### src/hw/rtl/cic_pkg.sv
// Shared types and constants for the curve index encoder and decoder.
package cic_pkg;

  localparam int unsigned MAX_ORDER_DEF  = 16;
  localparam int unsigned RULE_COUNT_DEF = 7;

  localparam int unsigned COORD_W    = 16;
  localparam int unsigned INDEX_W    = 32;
  localparam int unsigned ORDER_W    = 5;
  localparam int unsigned RULE_W     = 20;
  localparam int unsigned RULE_IDX_W = 3;
  localparam int unsigned CFG_IDX_W  = 3;

  // Configuration register indexes.
  localparam logic [CFG_IDX_W-1:0] CFG_ORDER     = 3'd0;
  localparam logic [CFG_IDX_W-1:0] CFG_RULE_BASE = 3'd1;

  // Action codes.
  localparam logic ACT_ENCODE = 1'b0;
  localparam logic ACT_DECODE = 1'b1;

  localparam logic [ORDER_W-1:0] ORDER_RESET = 5'd8;
  localparam logic [RULE_W-1:0]  RULE_RESET  = 20'd228;

  // One item as it travels down the row of cells.
  typedef struct packed {
    logic                  valid;
    logic                  action;
    logic [COORD_W-1:0]    x_cell;
    logic [COORD_W-1:0]    y_cell;
    logic [INDEX_W-1:0]    curve_position;
    logic [RULE_IDX_W-1:0] rule;
    logic [INDEX_W-1:0]    index_acc;
    logic [COORD_W-1:0]    x_acc;
    logic [COORD_W-1:0]    y_acc;
  } lane_t;

endpackage

### src/hw/rtl/cic_cell.sv
// One level of the curve walk: a registered cell that handles a single bit level.
module cic_cell #(
  parameter int unsigned LEVEL      = 0,
  parameter int unsigned RULE_COUNT = cic_pkg::RULE_COUNT_DEF
) (
  input  logic                           clk,
  input  logic                           rst_n,
  input  logic [cic_pkg::ORDER_W-1:0]    order_i,
  input  logic [cic_pkg::RULE_W-1:0]     rules_i [RULE_COUNT],
  input  cic_pkg::lane_t                 lane_i,
  output cic_pkg::lane_t                 lane_o
);

  cic_pkg::lane_t              lane_r;
  cic_pkg::lane_t              lane_nxt;
  logic [cic_pkg::RULE_W-1:0]  word;
  logic                        active;
  logic [1:0]                  quad;
  logic [1:0]                  digit;
  logic [1:0]                  enc_pos;
  logic [2:0]                  next_raw;
  logic [cic_pkg::RULE_IDX_W-1:0] next_rule;

  assign active = (order_i > cic_pkg::ORDER_W'(LEVEL));

  always_comb begin
    word = rules_i[0];
    for (int j = 1; j < RULE_COUNT; j++) begin
      if (lane_i.rule == cic_pkg::RULE_IDX_W'(j)) word = rules_i[j];
    end
  end

  // Decode digit through the traversal, or encode quadrant from the bits.
  assign digit = lane_i.curve_position[2*LEVEL +: 2];

  always_comb begin
    if (lane_i.action == cic_pkg::ACT_DECODE) begin
      case (digit)
        2'd0:    quad = word[1:0];
        2'd1:    quad = word[3:2];
        2'd2:    quad = word[5:4];
        2'd3:    quad = word[7:6];
        default: quad = word[1:0];
      endcase
    end else begin
      quad = {lane_i.x_cell[LEVEL], ~lane_i.y_cell[LEVEL]};
    end
  end

  // Position table is the inverse of the traversal; later entries win.
  always_comb begin
    enc_pos = 2'd0;
    for (int d = 0; d < 4; d++) begin
      if (word[2*d +: 2] == quad) enc_pos = 2'(d);
    end
  end

  always_comb begin
    case (quad)
      2'd0:    next_raw = word[10:8];
      2'd1:    next_raw = word[13:11];
      2'd2:    next_raw = word[16:14];
      2'd3:    next_raw = word[19:17];
      default: next_raw = word[10:8];
    endcase
    next_rule = (next_raw >= 3'(RULE_COUNT)) ? '0 : next_raw;
  end

  always_comb begin
    lane_nxt = lane_i;
    if (active) begin
      lane_nxt.rule = next_rule;
      if (lane_i.action == cic_pkg::ACT_DECODE) begin
        lane_nxt.x_acc = {lane_i.x_acc[cic_pkg::COORD_W-2:0], quad[1]};
        lane_nxt.y_acc = {lane_i.y_acc[cic_pkg::COORD_W-2:0], ~quad[0]};
      end else begin
        lane_nxt.index_acc = {lane_i.index_acc[cic_pkg::INDEX_W-3:0], enc_pos};
      end
    end
  end

  always_ff @(posedge clk) begin
    if (!rst_n) begin
      lane_r.valid <= 1'b0;
    end else begin
      lane_r.valid <= lane_nxt.valid;
    end
    lane_r.action         <= lane_nxt.action;
    lane_r.x_cell         <= lane_nxt.x_cell;
    lane_r.y_cell         <= lane_nxt.y_cell;
    lane_r.curve_position <= lane_nxt.curve_position;
    lane_r.rule           <= lane_nxt.rule;
    lane_r.index_acc      <= lane_nxt.index_acc;
    lane_r.x_acc          <= lane_nxt.x_acc;
    lane_r.y_acc          <= lane_nxt.y_acc;
  end

  assign lane_o = lane_r;

endmodule

### src/hw/rtl/curve_index_encode_decode.sv
// Top level of the rule-table space-filling-curve index encoder and decoder.
//
// Each item either encodes a grid cell (in_x_cell, in_y_cell) into its curve
// index or decodes a curve index (in_curve_position) back into a cell, as chosen
// by in_action. An item is accepted on any clock edge where start is high and
// busy is low; busy is high only while reset is held, so a new item can enter
// on every cycle. The walk runs through a row of MAX_ORDER cells, one per bit
// level, and each cell registers its result, so every item comes out of the
// last cell's register, in acceptance order. The result is shown for a single
// cycle with out_strobe high; the receiver cannot stall the block and must
// take it then. Levels at or above the programmed curve_order pass through
// their cells unchanged. The configuration registers (curve_order and the
// seven rule words) are written through cfg_we, cfg_index and cfg_data and
// must only be changed while no item is in flight.
module curve_index_encode_decode #(
  parameter int unsigned MAX_ORDER  = cic_pkg::MAX_ORDER_DEF,
  parameter int unsigned RULE_COUNT = cic_pkg::RULE_COUNT_DEF
) (
  input  logic                            clk,
  input  logic                            rst_n,
  input  logic                            start,
  output logic                            busy,
  input  logic                            in_action,
  input  logic [cic_pkg::COORD_W-1:0]     in_x_cell,
  input  logic [cic_pkg::COORD_W-1:0]     in_y_cell,
  input  logic [cic_pkg::INDEX_W-1:0]     in_curve_position,
  output logic                            out_strobe,
  output logic [cic_pkg::INDEX_W-1:0]     out_index_out,
  output logic [cic_pkg::COORD_W-1:0]     out_x_out,
  output logic [cic_pkg::COORD_W-1:0]     out_y_out,
  input  logic                            cfg_we,
  input  logic [cic_pkg::CFG_IDX_W-1:0]   cfg_index,
  input  logic [cic_pkg::RULE_W-1:0]      cfg_data
);

  logic [cic_pkg::ORDER_W-1:0] order_r;
  logic [cic_pkg::ORDER_W-1:0] order_act;
  logic [cic_pkg::RULE_W-1:0]  rules_r [RULE_COUNT];
  logic                        in_fire;
  cic_pkg::lane_t              lanes [MAX_ORDER+1];

  // Configuration registers. Rule words beyond the table size are never
  // selected, so writes to them are dropped.
  always_ff @(posedge clk) begin
    if (!rst_n) begin
      order_r <= cic_pkg::ORDER_RESET;
      for (int j = 0; j < RULE_COUNT; j++) rules_r[j] <= cic_pkg::RULE_RESET;
    end else if (cfg_we) begin
      if (cfg_index == cic_pkg::CFG_ORDER) begin
        order_r <= cfg_data[cic_pkg::ORDER_W-1:0];
      end
      for (int j = 0; j < RULE_COUNT; j++) begin
        if (cfg_index == cic_pkg::CFG_RULE_BASE + cic_pkg::CFG_IDX_W'(j)) begin
          rules_r[j] <= cfg_data;
        end
      end
    end
  end

  // An order above the number of cells walks every cell.
  assign order_act = (order_r > cic_pkg::ORDER_W'(MAX_ORDER)) ?
                     cic_pkg::ORDER_W'(MAX_ORDER) : order_r;

  assign busy    = ~rst_n;
  assign in_fire = start & ~busy;

  // The walk starts at rule 0 with empty accumulators.
  always_comb begin
    lanes[0].valid          = in_fire;
    lanes[0].action         = in_action;
    lanes[0].x_cell         = in_x_cell;
    lanes[0].y_cell         = in_y_cell;
    lanes[0].curve_position = in_curve_position;
    lanes[0].rule           = '0;
    lanes[0].index_acc      = '0;
    lanes[0].x_acc          = '0;
    lanes[0].y_acc          = '0;
  end

  // Cell k handles the bit level MAX_ORDER-1-k, most significant level first.
  for (genvar k = 0; k < MAX_ORDER; k++) begin : g_cell
    cic_cell #(
      .LEVEL      (MAX_ORDER - 1 - k),
      .RULE_COUNT (RULE_COUNT)
    ) u_cell (
      .clk     (clk),
      .rst_n   (rst_n),
      .order_i (order_act),
      .rules_i (rules_r),
      .lane_i  (lanes[k]),
      .lane_o  (lanes[k+1])
    );
  end

  // Encode leaves the coordinate accumulators at zero and decode leaves the
  // index accumulator at zero, so the fields go out directly.
  assign out_strobe    = lanes[MAX_ORDER].valid;
  assign out_index_out = lanes[MAX_ORDER].index_acc;
  assign out_x_out     = lanes[MAX_ORDER].x_acc;
  assign out_y_out     = lanes[MAX_ORDER].y_acc;

`ifndef SYNTH
  a_latency : assert property (@(posedge clk) disable iff (!rst_n)
    out_strobe |-> $past(in_fire, MAX_ORDER))
    else $error("result strobe without an item accepted MAX_ORDER cycles earlier");

  a_one_kind : assert property (@(posedge clk) disable iff (!rst_n)
    out_strobe |-> (out_index_out == '0) || ((out_x_out == '0) && (out_y_out == '0)))
    else $error("result carries both an index and a cell");

  a_reset_flush : assert property (@(posedge clk)
    !rst_n |=> !out_strobe)
    else $error("result strobe right after reset");
`endif

endmodule

### config.mk
export PLATFORM = sky130hd
export DESIGN_NAME = curve_index_encode_decode
export DESIGN_NICKNAME = d
export VERILOG_FILES = /design/src/hw/rtl/cic_pkg.sv /design/src/hw/rtl/cic_cell.sv /design/src/hw/rtl/curve_index_encode_decode.sv
export SDC_FILE = /design/constraint.sdc
export NUM_CORES = 2
export LEC_CHECK = 0
export ABC_AREA = 1
export ABC_CLOCK_PERIOD_IN_PS = 4200
export BUFFER_PORTS_ARGS = -buffer_cell sky130_fd_sc_hd__clkbuf_2
export CAP_MARGIN = 20
export CORE_UTILIZATION = 50
export CTS_BUF_LIST = sky130_fd_sc_hd__clkbuf_4
export DETAILED_ROUTE_END_ITERATION = 6
export PLACE_DENSITY = 0.66
export SETUP_SLACK_MARGIN = 0.4
export SLEW_MARGIN = 10
export SYNTH_ARGS = -nofsm -noshare
export SYNTH_HDL_FRONTEND = slang
export SYNTH_SLANG_ARGS = --single-unit
export TNS_END_PERCENT = 100
### constraint.sdc
create_clock -name clk -period 4.2 [get_ports clk]
set_input_delay 0.84 -clock clk [delete_from_list [all_inputs] [get_ports clk]]
set_output_delay 0.84 -clock clk [all_outputs]
set_load 0.01 [all_outputs]
==> impl_results.rst <==
.. list-table::
   :header-rows: 1

   * - Metric
     - Value
   * - Portion of the clock cycle consumed by the worst path in the final layout
     - about nine tenths
   * - TritonCTS Buffers
     - about 320
   * - Total gr overflow
     - 0
   * - Distinct cells, synth
     - ~50
   * - Tightest slew margin relative to the limit
     - around 3.5%
   * - H-tree depth reported by CTS
     - 5
   * - Share of post-route cells with drive strength above 1
     - 13.0%
   * - Critical path class
     - reg -> reg
   * - Reg-to-reg startpoint
     - rules_r[98]
   * - Iteration-0 DRC count of the detailed router
     - about 9.4k
   * - CORE AREA
     - between 0.1 and 0.15 mm^2
   * - Clock sinks
     - approximately 1.2k
   * - Number of global-route vias before repair
     - ~57k
   * - Synth area leaders
     - sky130_fd_sc_hd__dfxtp_1, sky130_fd_sc_hd__nand2_1, sky130_fd_sc_hd__o21ai_0
   * - Outcome
     - finished with violations
   * - Area taken by multi-input logic gates
     - roughly 0.027 mm^2
   * - Most common cell after layout, fill and taps aside
     - sky130_fd_sc_hd__nand2_1
   * - Reported max-cap violation count
     - 0
   * - Reg2Reg Capture Point
     - g_cell[7].u_cell.lane_o[64]
   * - TNS Setup
     - 0 ns
   * - Number of setup buffers added after CTS
     - 0
   * - Combinational Power Share
     - approximately 30%
   * - Transition time at the pin with the least slew margin
     - 1.44 ns
   * - Power share of the clock group
     - between 20 and 30%
   * - Leak
     - between 20 and 30 nW
   * - DIE WIDTH
     - between 300 and 400 um
   * - Initial antenna violation count
     - 38
   * - CTS root buf
     - sky130_fd_sc_hd__clkbuf_4
   * - Die footprint
     - 0.116 mm^2
   * - Type of the worst min-delay path
     - in -> reg
   * - Final cell count without fillers
     - around 10k
   * - Total Nets Final
     - between 8k and 9k
   * - Overall via count from detail_route
     - between 60k and 70k
   * - Final worst slack
     - around 0.45 ns
   * - Internal power
     - between 20 and 25 mW
   * - Netlist area before placement
     - about 0.057 mm^2
   * - Routability cong.
     - between 1 and 1.5
   * - Signed area change from the synthesized netlist to the final layout
     - 13.2%
   * - Wire length of the first global-routing pass
     - around 390000 um
   * - DPL Wire Length
     - 195000 um
   * - Element type at the critical path end
     - flip-flop
   * - Sequential group share of total power
     - 40.2%
   * - Die height
     - between 300 and 400 um
   * - Switching power of the nets
     - 12.6 mW
   * - Overall track demand over capacity in global routing
     - between 40% and 50%
   * - Gate count of the mapped netlist
     - 8224
   * - Fin. max-slew vios
     - 0
   * - Number of cells on the worst reg-to-reg path
     - 14
   * - Yosys warning total
     - 0
   * - Number of placement rows
     - between 100 and 150
   * - Stage delay of the slowest cell on the critical path
     - 0.84 ns
   * - Clk pin slew, worst setup/hold paths
     - 0.07 ns
   * - Reg area
     - 0.0249 mm^2
   * - Mean post-synth cell area
     - between 6 and 7 um^2
   * - Top cell family by delay on the critical path
     - compound AO/OA/AOI/OAI gates
   * - Data arrival time at the worst-slack endpoint
     - roughly 4.9 ns
   * - Async set-or-reset flop fraction in the synthesized netlist
     - 0%
   * - Flops & latches, synth
     - about 1.2k
   * - Maximum clock rate
     - about 0.27 GHz
   * - Average detailed-routed wire length per instance
     - around 27 um
   * - Reg2reg setup slack
     - approximately 0.45 ns
   * - Number of setup violations in the final report
     - 0
   * - Port Buffers
     - roughly 160
   * - End of the critical path
     - g_cell[7].u_cell.lane_o[64]
   * - Largest buffer count on any clock path
     - 4
   * - Peak supply drop
     - 518 uV
   * - Number of nets with antenna violations after routing
     - 0
   * - Violations in the final reports
     - DRC
   * - Leading register cell type out of synthesis
     - sky130_fd_sc_hd__dfxtp_1
   * - Post-synth EDFFs
     - 0
   * - Maximum number of pins on one net before global-route repair
     - around 160
   * - Initial cell density of the core
     - approximately half
   * - Count of cell instances traversed by the critical path
     - 14
   * - Sequential share of the synthesized area
     - a little over two fifths
   * - I/O Pins
     - approximately 160
   * - Final clock skew
     - between 0.15 and 0.2 ns
   * - Crit path buffers/inverters
     - 2
   * - Synth area leader
     - sky130_fd_sc_hd__dfxtp_1
   * - Startpoint of the worst setup timing path
     - rules_r[98]
   * - Vias per cell
     - 6.02
   * - TritonCTS clock tree
     - yes
   * - Most used cells in the layout excluding fill and tap cells
     - sky130_fd_sc_hd__nand2_1, sky130_fd_sc_hd__o21ai_0, sky130_fd_sc_hd__dfxtp_1
   * - Final hold violation count
     - 0
   * - Chain of cells forming the critical path
     - inv_1, buf_4, o21ai_0, o21ai_0, o211ai_1, o211ai_1, o21ai_0, nand3_1, nand3_1, nand2_1, nor2_1, nand2_1, nand2_1, nand2_1
   * - CP startpoint kind
     - flip-flop
   * - Cell with the most instances on the worst path
     - sky130_fd_sc_hd__nand2_1
   * - Worst setup timing slack at the placement stage
     - 0.702 ns
   * - Net Count, Synth
     - ~8.3k
   * - Pre-antenna DRT Iters
     - 7
   * - Fraction of power spent switching nets
     - between 30% and 40%
   * - Detailed Route WL
     - 276000 um
   * - Power density over cell area
     - 518 mW/mm^2
   * - Number of filler instances in the final layout
     - 10.7k
   * - Post-layout min period
     - 3.75 ns
   * - Slowest stage cell on the critical path
     - sky130_fd_sc_hd__inv_1
   * - Data required time of the worst path
     - 5.30 ns
   * - Fraction of synthesized cell area taken by the top area cell type
     - around 44%
   * - Placed Cells incl. Taps
     - between 9k and 10k
   * - Setup repair after global routing missed its margin
     - no
   * - Maximum net fanout on the critical path
     - 10
   * - DRC violations left
     - 66
   * - Clock latency on the worst-skew pair
     - 1.33 ns
power by group through the flow:
stage / clock network [mW] / logic, mW / registers [mW]
floorplan: 0 / 6.55 / 13.4
finish: 9.96 / 10.1 / 13.5
detailed placement: 0 / 9.48 / 13.7
CTS: 10.1 / 9.57 / 13.5
global placement: 0 / 9.44 / 13.7
global route: 10.8 / 10.9 / 13.6
worst min-delay path, stage by stage:
cell and delay [ns]:
sky130_fd_sc_hd__clkbuf_2 0.28, sky130_fd_sc_hd__nand2_1 0.15, sky130_fd_sc_hd__o211ai_1 0.08
layer usage:
metal	up-vias	share of wire (%)	track usage [%]	routed length [um]
met1	27922	36	54.0	98200
met3	1496	14	19.4	39300
met4	16	9.9	38.5	27500
met2	4473	40	66.6	111000
li1	27936	-	-	-
met5	-	0.055	0.408	153
logic make-up (layout without fill, tap and decap cells):
family / after synthesis / after routing / share of synthesized area, %
simple gates: 3273 / 3273 / 23.9
compound gates: 2264 / 2264 / 21.9
buf+inv: 1369 / 1889 / 9.54
flops: 1245 / 1245 / 43.5
xor+xnor: 73 / 73 / 1.12
other cells: 0 / 35 / 0
metrics by stage:
stage	cell area (um^2)	hold WS (ns)	util, %	power (mW)
2_1_floorplan	57300	0.310	-	19.9
5_1_grt	64800	0.0782	57.3	35.2
3_3_place_gp	60000	0.310	53.1	23.1
6_report	64800	0.146	57.4	33.6
4_1_cts	64600	0.0134	57.2	33.1
3_5_place_dp	60000	0.312	53.2	23.2
state kept, by name, summed over array words and instances, names as in the netlist:
register,count
order_r,5
g_cell.u_cell.lane_o,1100
rules_r,140
cell type report:
type | instances | share of cell area [%]
tap | 1500 | 2.90
sequential | 1245 | 38.5
multi-input combinational | 5610 | 41.5
timing repair inverter | 1 | 0.00772
inverter | 795 | 4.61
clock inverter | 79 | 0.666
timing repair buffer | 568 | 6.57
antenna | 35 | 0.135
clock buffer | 446 | 5.17
worst min path at each step:
stage	depth (start not counted)	end	startpoint	slack [ns]
6_report	3	rules_r[45]	cfg_data[5]	0.15
5_1_grt	3	rules_r[45]	cfg_data[5]	0.08
4_1_cts	3	rules_r[45]	cfg_data[5]	0.01
3_5_place_dp	0	g_cell[10].u_cell.lane_o[68]	g_cell[9].u_cell.lane_o[68]	0.31
3_3_place_gp	0	g_cell[4].u_cell.lane_o[83]	g_cell[3].u_cell.lane_o[83]	0.31
2_1_floorplan	0	g_cell[10].u_cell.lane_o[100]	g_cell[9].u_cell.lane_o[100]	0.31
timing repair:
item	CTS	global route
hold buffers	77	0
setup endpoints to repair	0	16
endpoints found under the hold margin	151	0
gates resized for setup	0	6
synth_stat cells (24+ instances only):
cell	instances
sky130_fd_sc_hd__o21ai_0	1290
sky130_fd_sc_hd__o211ai_1	371
sky130_fd_sc_hd__dfxtp_1	1245
sky130_fd_sc_hd__clkinv_1	30
sky130_fd_sc_hd__inv_2	55
sky130_fd_sc_hd__buf_1	40
sky130_fd_sc_hd__buf_2	117
sky130_fd_sc_hd__o221ai_1	25
sky130_fd_sc_hd__nor2_1	359
sky130_fd_sc_hd__xor2_1	46
sky130_fd_sc_hd__xnor2_1	27
sky130_fd_sc_hd__a21oi_1	452
sky130_fd_sc_hd__nand4_1	44
sky130_fd_sc_hd__inv_1	710
sky130_fd_sc_hd__nor2_2	24
sky130_fd_sc_hd__nand2_1	2152
sky130_fd_sc_hd__o21ai_1	45
sky130_fd_sc_hd__clkbuf_1	382
sky130_fd_sc_hd__nand3_1	587
(Power assumes the default switching activity.)
